<file path="src/sv/ctp_pkg.sv">
// ---------------------------------------------------------------------------
// ctp_pkg
// Shared types, codes and constants of the call tree profiler.
// ---------------------------------------------------------------------------
`timescale 1ns / 1ps

package ctp_pkg;

  // Fixed field widths
  localparam int MODE_W    = 2;
  localparam int TAG_W     = 16;
  localparam int STAMP_W   = 16;
  localparam int TIME_W    = 32;
  localparam int STATUS_W  = 2;
  localparam int OUT_IDX_W = 6;

  // Parameter defaults
  localparam int NODE_COUNT_DEF  = 64;
  localparam int CHILD_LIMIT_DEF = 8;
  localparam int TAG_BITS_DEF    = 16;

  // Event codes
  typedef enum logic [MODE_W-1:0] {
    MODE_PUSH    = 2'd0,
    MODE_POP     = 2'd1,
    MODE_RESTART = 2'd2,
    MODE_IGNORE  = 2'd3
  } mode_t;

  // Result status codes
  typedef enum logic [STATUS_W-1:0] {
    ST_OK         = 2'd0,
    ST_TABLE_FULL = 2'd1,
    ST_CHILD_FULL = 2'd2,
    ST_POP_ROOT   = 2'd3
  } status_t;

  // Input word
  typedef struct packed {
    logic [MODE_W-1:0]  mode;
    logic [TAG_W-1:0]   tag;
    logic [STAMP_W-1:0] timestamp;
  } in_word_t;

  // Result word
  typedef struct packed {
    logic [STATUS_W-1:0]  status;
    logic [OUT_IDX_W-1:0] charged_node;
    logic [TIME_W-1:0]    charged_total;
    logic [OUT_IDX_W-1:0] current_index;
    logic                 created;
  } out_word_t;

  // Controller to datapath
  typedef struct packed {
    logic accept;    // latch input word
    logic capture;   // take node reads, form the charged total
    logic slot_inc;  // advance to the next child slot
    logic cmp;       // compare child tag
    logic commit;    // apply the event to the tree
    logic alloc;     // zero the new node's total and child count
    logic clr_root;  // zero the root entry after reset
    logic load_out;  // load the result register
  } ctl_cmd_t;

  // Datapath to controller
  typedef struct packed {
    logic [MODE_W-1:0] mode;
    logic              cnt_zero;
    logic              more_slots;
    logic              tag_hit;
    logic              need_alloc;
  } ctl_stat_t;

endpackage

</file>
<file path="src/sv/ctp_ctrl.sv">
// ---------------------------------------------------------------------------
// ctp_ctrl
// Event sequencer of the profiler: read, child search, update, result.
// ---------------------------------------------------------------------------
`timescale 1ns / 1ps

module ctp_ctrl (
  input  logic               clk,
  input  logic               rst_n,
  input  logic               in_valid,
  output logic               in_ready,
  output logic               out_valid,
  input  logic               out_ready,
  input  ctp_pkg::ctl_stat_t stat,
  output ctp_pkg::ctl_cmd_t  cmd
);

  typedef enum logic [8:0] {
    S_INIT   = 9'b000000001,
    S_IDLE   = 9'b000000010,
    S_READ   = 9'b000000100,
    S_CRD    = 9'b000001000,
    S_TRD    = 9'b000010000,
    S_CMP    = 9'b000100000,
    S_COMMIT = 9'b001000000,
    S_ALLOC  = 9'b010000000,
    S_OUT    = 9'b100000000
  } state_t;

  state_t state_r, state_nxt;
  logic   out_valid_r, out_valid_nxt;

  assign in_ready  = (state_r == S_IDLE);
  assign out_valid = out_valid_r;

  // Next state and commands
  always_comb begin
    state_nxt     = state_r;
    cmd           = '0;
    out_valid_nxt = out_valid_r && !out_ready;
    case (state_r)
      S_INIT: begin
        cmd.clr_root = 1'b1;
        state_nxt    = S_IDLE;
      end
      S_IDLE: begin
        if (in_valid) begin
          cmd.accept = 1'b1;
          state_nxt  = S_READ;
        end
      end
      S_READ: begin
        cmd.capture = 1'b1;
        case (stat.mode)
          ctp_pkg::MODE_PUSH:    state_nxt = stat.cnt_zero ? S_COMMIT : S_TRD;
          ctp_pkg::MODE_POP,
          ctp_pkg::MODE_RESTART: state_nxt = S_COMMIT;
          default:               state_nxt = S_OUT;
        endcase
      end
      S_CRD: begin
        state_nxt = S_TRD;
      end
      S_TRD: begin
        state_nxt = S_CMP;
      end
      S_CMP: begin
        cmd.cmp = 1'b1;
        if (stat.tag_hit) begin
          state_nxt = S_COMMIT;
        end else if (stat.more_slots) begin
          cmd.slot_inc = 1'b1;
          state_nxt    = S_CRD;
        end else begin
          state_nxt = S_COMMIT;
        end
      end
      S_COMMIT: begin
        cmd.commit = 1'b1;
        state_nxt  = stat.need_alloc ? S_ALLOC : S_OUT;
      end
      S_ALLOC: begin
        cmd.alloc = 1'b1;
        state_nxt = S_OUT;
      end
      S_OUT: begin
        if (!out_valid_r || out_ready) begin
          cmd.load_out  = 1'b1;
          out_valid_nxt = 1'b1;
          state_nxt     = S_IDLE;
        end
      end
      default: begin
        state_nxt = S_INIT;
      end
    endcase
  end

  // State registers
  always_ff @(posedge clk) begin
    if (!rst_n) begin
      state_r     <= S_INIT;
      out_valid_r <= 1'b0;
    end else begin
      state_r     <= state_nxt;
      out_valid_r <= out_valid_nxt;
    end
  end

endmodule

</file>
<file path="config.mk">
export PLATFORM = sky130hd
export DESIGN_NAME = ctp_ctrl
export DESIGN_NICKNAME = d
export VERILOG_FILES = /design/src/sv/ctp_pkg.sv /design/src/sv/ctp_ctrl.sv
export SDC_FILE = /design/constraint.sdc
export NUM_CORES = 1
export LEC_CHECK = 0
export BUFFER_PORTS_ARGS = -buffer_cell sky130_fd_sc_hd__buf_2
export CORE_AREA = 8 8 45 47
export CTS_CLUSTER_DIAMETER = 150
export DETAILED_ROUTE_END_ITERATION = 8
export DIE_AREA = 0 0 53 55
export PLACE_DENSITY = 0.8
export SYNTH_ARGS = -nofsm -noshare
export SYNTH_HDL_FRONTEND = slang
export SYNTH_SLANG_ARGS = --single-unit
</file>
<file path="constraint.sdc">
create_clock -name clk -period 5.2 [get_ports clk]
set_clock_uncertainty 0.2 [all_clocks]
set_input_delay 0.26 -clock clk [delete_from_list [all_inputs] [get_ports clk]]
set_output_delay 0.26 -clock clk [all_outputs]
set_load 0.02 [all_outputs]
</file>
---- Word level (Yosys, flattened, before mapping) ----
Cells that the tools add are included.
storage, ports and cells
  register bits ........................... 10
  logic and storage cells ................. 43
  input bits .............................. 10
cells by class
  multiplexer cells ....................... 21
  eq/ne operators ......................... 13
  reduce and logical (&&, ||, !) cells .... 7
operators by type and width
  kind                  number
  $pmux W9 S9           1
  $mux W9               4
  $pmux W9 S2           1
  $mux W7               2
  $mux W1               12
  $eq A9 B1 Y1 const B  1
  $eq A9 B2 Y1 const B  1
  $eq A9 B3 Y1 const B  1
  $eq A9 B4 Y1 const B  1
  $eq A9 B5 Y1 const B  1
  $eq A9 B6 Y1 const B  1
  $eq A9 B7 Y1 const B  1
  $eq A9 B8 Y1 const B  1
  $eq A9 B9 Y1 const B  1
  $ne A2 B2 Y1 const B  2
  $eq A2 B1 Y1 const B  1
  $eq A2 B2 Y1 const B  1
  $logic_not A1 Y1      2
  $logic_not A2 Y1      1
  $mux W2               1
  $reduce_and A2 Y1     1
  $reduce_or A2 Y1      1
  $logic_and A1 B1 Y1   1
  $logic_or A1 B1 Y1    1

---- Depth between registers and ports, before layout ----
Gate-level depths: netlist (run 1).
  word-level depth ........................ 4
  mapped depth ............................ 6
  depth with buffers taken out ............ 5

---- Worst setup path after synthesis (run 1) ----
Ideal clock, no wire load.
  path kind ............................... flip-flop to output port
  start point ............................. register state_r[0]
  end point ............................... output cmd[5] in the netlist's numbering
  required time ........................... 4.740 ns
  slack ................................... 3.126 ns
  cell stages (with the launch flop) ...... 4
  arrival ................................. 1.614 ns
  path buffers ............................ 0
  path through ............................ dfxtp_1 > nor4_1 > nand4b_1 > nor3_1
RTL lines
  item                      RTL line         source
  start: declaration        ctp_ctrl.sv:30   state_t state_r, state_nxt;
  start signal: assignment  ctp_ctrl.sv:105  state_r <= state_nxt;
  end: declaration          ctp_ctrl.sv:15   output ctp_pkg::ctl_cmd_t cmd

==> results of run 1 <==
## placed cells by master (no fill, tap or decap), types with 2 or more instances in the layout
master,instances
buf_2,19
dfxtp_1,10
nor2_1,9
inv_1,7
o21ai_0,6
nand2_1,5
nor4_1,4
nor3_1,4
and3_1,3
nand4b_1,3
xor2_1,3
a21oi_1,3
clkbuf_4,3
nand3_1,2
and4_1,2
and2_1,2
nand4_1,2
ha_1,2
## per-layer routing
layer | global-route usage (%) | share of wire, % | vias to the layer above
li1 | - | - | 352
met1 | 15.9 | 45 | 314
met2 | 20.9 | 48 | 24
met3 | 3.48 | 4.6 | 6
met4 | 5.17 | 1.6 | 0
met5 | 0 | 0 | -
## critical path, delay by kind of cell (launching register included)
kind          cells  cell delay (ns)
flops             1             0.37
buf+inv           1             0.19
simple gates      3             1.21
## flip-flops by register name, summed over array words and instances (netlist names)
register / count
state_r: 9
out_valid: 1
## synthesized netlist by cell type
master | count | area share, %
dfxtp_1 | 10 | 31
nor2_1 | 9 | 5.2
inv_1 | 7 | 4.0
o21ai_0 | 6 | 4.6
nand2_1 | 5 | 2.9
nor3_1 | 4 | 3.1
nor4_1 | 4 | 3.8
a21oi_1 | 3 | 2.3
and3_1 | 3 | 2.9
nand4b_1 | 3 | 4.0
xor2_1 | 3 | 4.0
and2_1 | 2 | 1.9
and4_1 | 2 | 2.7
clkbuf_1 | 2 | 1.1
ha_1 | 2 | 3.8
nand3_1 | 2 | 1.5
nand4_1 | 2 | 1.9
a21boi_0 | 1 | 1.1
a21boi_1 | 1 | 1.1
a221oi_1 | 1 | 1.3
a31oi_1 | 1 | 0.96
clkbuf_2 | 1 | 0.77
nand2b_1 | 1 | 0.96
nand3b_1 | 1 | 1.1
nor2b_1 | 1 | 0.96
nor3b_1 | 1 | 1.1
nor4_4 | 1 | 3.3
nor4b_1 | 1 | 1.3
o211ai_1 | 1 | 1.1
o311ai_0 | 1 | 1.3
o32ai_1 | 1 | 1.3
or4b_1 | 1 | 1.5
## power by group through the flow
stage	combinational (W)	clock [W]	sequential [W]
global placement	0.0000348	0	0.0000858
global route	0.0000417	0.0000748	0.0000854
CTS	0.0000370	0.0000718	0.0000843
floorplan	0.0000239	0	0.0000852
detailed placement	0.0000362	0	0.0000864
finish	0.0000371	0.0000708	0.0000845
## how the worst max path moves through the flow
stage | from | endpoint | slack, ns | cells after the start
floorplan | state_r[0] | cmd[5] | 3.13 | 3
global placement | state_r[0] | cmd[5] | 3.14 | 4
detailed placement | state_r[0] | cmd[5] | 3.02 | 4
CTS | state_r[0] | cmd[5] | 2.71 | 4
global route | state_r[0] | cmd[5] | 2.48 | 4
finish | state_r[0] | cmd[5] | 2.70 | 4
## what timing repair did
action	4_1_cts	5_1_grt
hold buffers	1	0
setup endpoints to repair	0	0
endpoints found under the hold margin	1	0
## cells by family (layout without fill, tap and decap cells)
| family | after synthesis | in the layout | synth area share, % |
|---|---|---|---|
| XOR/XNOR | 3 | 3 | 4.02 |
| AO/OA/AOI/OAI | 16 | 16 | 15.3 |
| AND/OR/NAND/NOR | 43 | 43 | 40.2 |
| buffers and inverters | 10 | 31 | 5.94 |
| adder cells (fa/ha/maj) | 2 | 2 | 3.83 |
| flip-flops | 10 | 10 | 30.7 |
## layout make-up
cell class	instances	area [um^2]	area share, %
clock buffers	4	36.3	4.52
inverters	7	26.3	3.28
flip-flops and latches	10	200	25.0
well taps	16	20.0	2.50
multi-input cells	64	414	51.6
repair buffers	20	105	13.1
## metrics by stage
step	power (W)	hold WS, ns	cell area [um^2]	setup WS [ns]
global placement	0.000121	0.259	756	3.14
global route	0.000202	0.0335	802	2.48
floorplan	0.000109	0.139	653	3.13
finish	0.000192	0.0235	802	2.70
detailed placement	0.000123	0.278	756	3.02
CTS	0.000193	0.0193	802	2.71
==> results_dict.tcl, run 1 <==
set metrics [dict create \
    fin_setup_tns_ns 0 \
    r2r_cells 3 \
    cts_num_sinks 10 \
    port_buffers 19 \
    ir_worst_vdd_v 0.000179 \
    ff2ff_setup_slack_ns 3.21 \
    drt_first_pass_iters 4 \
    slew_headroom_pct 47.8 \
    hold_class "primary input to register" \
    path_cells "nor4_1, nand4b_1, nor3_1, buf_2" \
    r2r_end "state_r[3]" \
    placed_cells 116 \
    cts_resized 0 \
    cts-root-buf "clkbuf_4" \
    worstSetupPathType "register to output pin" \
    finalSetupViolCount 0 \
    ys_ff_latch 10 \
    leakagePower_nw 0.392 \
    pwr-share-clk_pct 36.8 \
    syn_area_um2 653 \
    vias 696 \
    n_antenna_cell 0 \
    cts_buffer_depth 2 \
    status "complete, no violations" \
    period_minus_slack_ns 2.50 \
    hold_violations 0 \
    core_region_area_um2 1380 \
    dp_hpwl_um 1340 \
    ioPinCount 20 \
    fmax_mhz 401 \
    yosysSeqAreaShare_pct 30.7 \
    pwr-share-comb_pct 19.3 \
    antenna_found_initial 0 \
    die_w_um 53 \
    hold_path_depth 3 \
    cp_data_arrival_time_ns 2.04 \
    pwr_density_cell_nw_per_um2 240 \
    final_core_util_pct 58.0 \
    fin_nets 118 \
    switching_share_pct 28.5 \
    die_area_um2 2920 \
    rows 14 \
    cp.required_ns 4.74 \
    syn_inst 84 \
    start_util_pct 47.2 \
    grt_use_total_pct 12.9 \
    clk_pin_slew_ns 0.06 \
    cts_buffers 3 \
    wl_per_cell_um 14.1 \
    avgViaCountPerCell 5.75 \
    drtAntennaViolNets 0 \
    place.gp.congestion 0.811 \
    die_height_um 55 \
    rsz0062_at_grt "no" \
    synth_fp_nets 96 \
    cts_tree "done" \
    p_int_w 0.000137 \
    drive_gt1_share_pct 22.9 \
    grt_start_max_net_pins 13 \
    drv_cap 0 \
    grt_pass1_vias 692 \
    instances_no_fill 121 \
    cp_max_fo 7 \
    avgSynthCellArea_um2 7.78 \
    worst_pin_slew_ns 0.776 \
    reg2reg_from "state_r[0]" \
    grt_pass1_wl_um 2880 \
    routed_wl_um 1700 \
    slew_violations 0 \
    drc 0 \
    htree_levels 1 \
    seqPwrFrac_pct 43.9 \
    cpPeakStageDelay_ns 0.71 \
    critical_path.slowest_cell "nor4_1" \
    min_to "state_r[7]" \
    synthToLayoutAreaGrowth_pct 22.8 \
    critPathLaunchType "register" \
    drtIter0Drc 14 \
    synth_cell_type_count 32 \
    min_from "stat[0]" \
    n_fill_cell 122 \
    p_switching_w 0.0000549 \
    grt_remaining_overflow 0 \
    yosys_warnings 0 \
    clk_latency_ns 0.27 \
    cp-end-kind "output pin" \
    postCtsSetupBuffers 0 \
    min_period_over_period_pct 48.0 \
]
No activity file was read; power rests on OpenSTA's default activity.
==> run 2: changes to the inputs <==
ABC_AREA = 1   (was default)
CORE_AREA = default   (was 8 8 45 47)
CORE_MARGIN = 8   (was default)
CORE_UTILIZATION = 50   (was default)
DIE_AREA = default   (was 0 0 53 55)
PLACE_DENSITY = 0.79   (was 0.8)
clock period = 2.3 ns   (was 5.2 ns; I/O delays follow)
==> run 2 against run 1 <==
Net effect: first-iteration DRC count increased to 3.8 times the previous value; hold slack improved by 0.0036 ns; cell count increased by 44%; clock-buffer cell count unchanged; clock power increased by 130%; critical path type is now primary input to output pin; largest cell class unchanged.
==> results_dict.tcl, run 2 <==
set metrics [dict create \
    dp_slack_ns 0.810 \
    drtAntennaViolNets 0 \
    rsz0062_at_grt "no" \
    synth_common_cells "nor2_1, nand2_1, inv_1, dfxtp_1, nand3_1" \
    n_antenna_cell 0 \
    placed_area_um2 863 \
    yosys_warnings 0 \
    fin_nets 171 \
    ys_async_sr_fraction_pct 0 \
    yosysTopAreaCellShare_pct 26.8 \
    largest_reg_flops 9 \
    drv_cap 0 \
    grt_remaining_overflow 0 \
    cp-end-kind "output pin" \
    hold_path_depth 5 \
    drc 0 \
    drtIter0Drc 53 \
    period_minus_slack_ns 2.02 \
    cp_max_fo 2 \
    core_region_area_um2 1450 \
    postCtsSetupBuffers 0 \
    cts_resized 0 \
    final_common_cell "nor2_1" \
    cp.buffers_inverters 5 \
    rows 14 \
    synthToLayoutAreaGrowth_pct 28.3 \
    drive_gt1_share_pct 23.4 \
    layout_common_cells "nor2_1, nand2_1, inv_1, buf_2, dfxtp_1" \
    avgSynthCellArea_um2 5.80 \
    cp-startpoint "stat[1]" \
    path_depth 7 \
    die_area_um2 2990 \
    critical_path.slowest_cell "dlygate4sd3_1" \
    cp_data_arrival_time_ns 1.71 \
    clk_pin_slew_ns 0.06 \
    antenna_found_initial 0 \
    hold_class "primary input to register" \
    fin_setup_tns_ns 0 \
    leakagePower_nw 0.596 \
    ys_ff_latch 10 \
    drt_first_pass_iters 4 \
    crit_family "buffers and inverters" \
    cts-hold-fix-buffers 6 \
    whs_ns 0.0271 \
    grt_pass1_vias 811 \
    start_util_pct 51.5 \
    die_height_um 54.7 \
    cpPeakStageDelay_ns 0.56 \
    grt_use_total_pct 14.1 \
    syn_inst 129 \
    cp.required_ns 1.99 \
    reg2reg_from "state_r[0]" \
    critPathLaunchType "primary input" \
    wl_per_cell_um 10.9 \
    vias 873 \
    htree_levels 1 \
    crit_path_end "cmd[5]" \
    worstSetupPathType "primary input to output pin" \
    cts_tree "done" \
    grt_start_max_net_pins 8 \
    r2r_end "state_r[8]" \
    ir_worst_vdd_v 0.000345 \
    fmax_mhz 494 \
    cts_num_sinks 10 \
    r2r_cells 9 \
    synth-edff-count 0 \
    routed_wl_um 1900 \
    status "complete, no violations" \
    path_cells "dlygate4sd3_1, buf_2, nor2_1, dlygate4sd3_1, nand2_1, inv_1, buf_2" \
    dp_hpwl_um 1460 \
    worst_slack_ns 0.276 \
    final_area_um2 960 \
    slew_violations 0 \
    worst_pin_slew_ns 0.225 \
    min_period_over_period_pct 88.0 \
    hold_violations 0 \
    synth_most_common_cell "nor2_1" \
    synthTopCellsByArea "dfxtp_1, nor2_1, nand2_1" \
    place.gp.congestion 0.888 \
    synth_cell_type_count 18 \
    ys.flop_type "dfxtp_1" \
    cts_buffers 3 \
    yosysSeqAreaShare_pct 26.8 \
    synth_fp_nets 141 \
    pwr_density_cell_nw_per_um2 606 \
    synth_area_leader_cell "dfxtp_1" \
    syn_area_um2 748 \
    clk_latency_ns 0.27 \
    avgViaCountPerCell 5.02 \
    die_w_um 54.7 \
    cts_buffer_depth 2 \
    grt_pass1_wl_um 3190 \
    cts-root-buf "clkbuf_4" \
    ioPinCount 20 \
    ff2ff_setup_slack_ns 0.79 \
    port_buffers 19 \
    top_register "state_r" \
    slew_headroom_pct 85.0 \
    finalSetupViolCount 0 \
]
## run 2: worst min-delay path by stage
| stage | end | startpoint |
|---|---|---|
| 5_1_grt | state_r[4] | stat[3] |
| 3_3_place_gp | state_r[0] | rst_n |
| 2_1_floorplan | state_r[0] | rst_n |
| 3_5_place_dp | state_r[0] | rst_n |
| 6_report | state_r[4] | stat[3] |
| 4_1_cts | state_r[4] | stat[3] |
## run 2: report_power, final
group          internal, W  switching (W)
sequential        0.000188      0.0000131
clock            0.0000963      0.0000647
combinational    0.0000796       0.000140
## run 2: kinds of logic (layout without fill, tap and decap cells)
logic type	Yosys count	after routing	share of synthesized area (%)
AOI/OAI and AO/OA	3	3	2.17
adders and majority gates	2	2	3.34
buffers and inverters	29	58	14.5
DFF	10	10	26.8
and+or+nand+nor	85	85	53.2
## run 2: tightest hold or removal path, delay by kind of cell
| kind | cells | cell delay, ns |
|---|---|---|
| AND/OR/NAND/NOR | 4 | 0.25 |
| buffers and inverters | 1 | 0.08 |
## run 2: per-stage QoR
stage                     utilization [%]  total power [W]  std cells
after global placement               59.4         0.000413        164
after global routing                 66.0         0.000620        174
after detailed placement             59.4         0.000415        164
after floorplan                         -         0.000364        129
final                                66.0         0.000582        174
after CTS                            66.0         0.000580        174
## run 2: routing by layer
metal	GRT usage, %	routed length (um)	vias up
met2	23.8	919	34
met1	16.4	840	380
met4	8.61	51	0
met5	0	0	-
met3	1.90	92	7
li1	-	-	452
## run 2: final cells by class
class / count / area (um^2)
Clock buffer: 4 / 36.3
Fill cell: 135 / 494
Inverter: 29 / 109
Multi-Input combinational cell: 90 / 439
Sequential cell: 10 / 200
Tap cell: 16 / 20.0
Timing Repair Buffer: 25 / 155
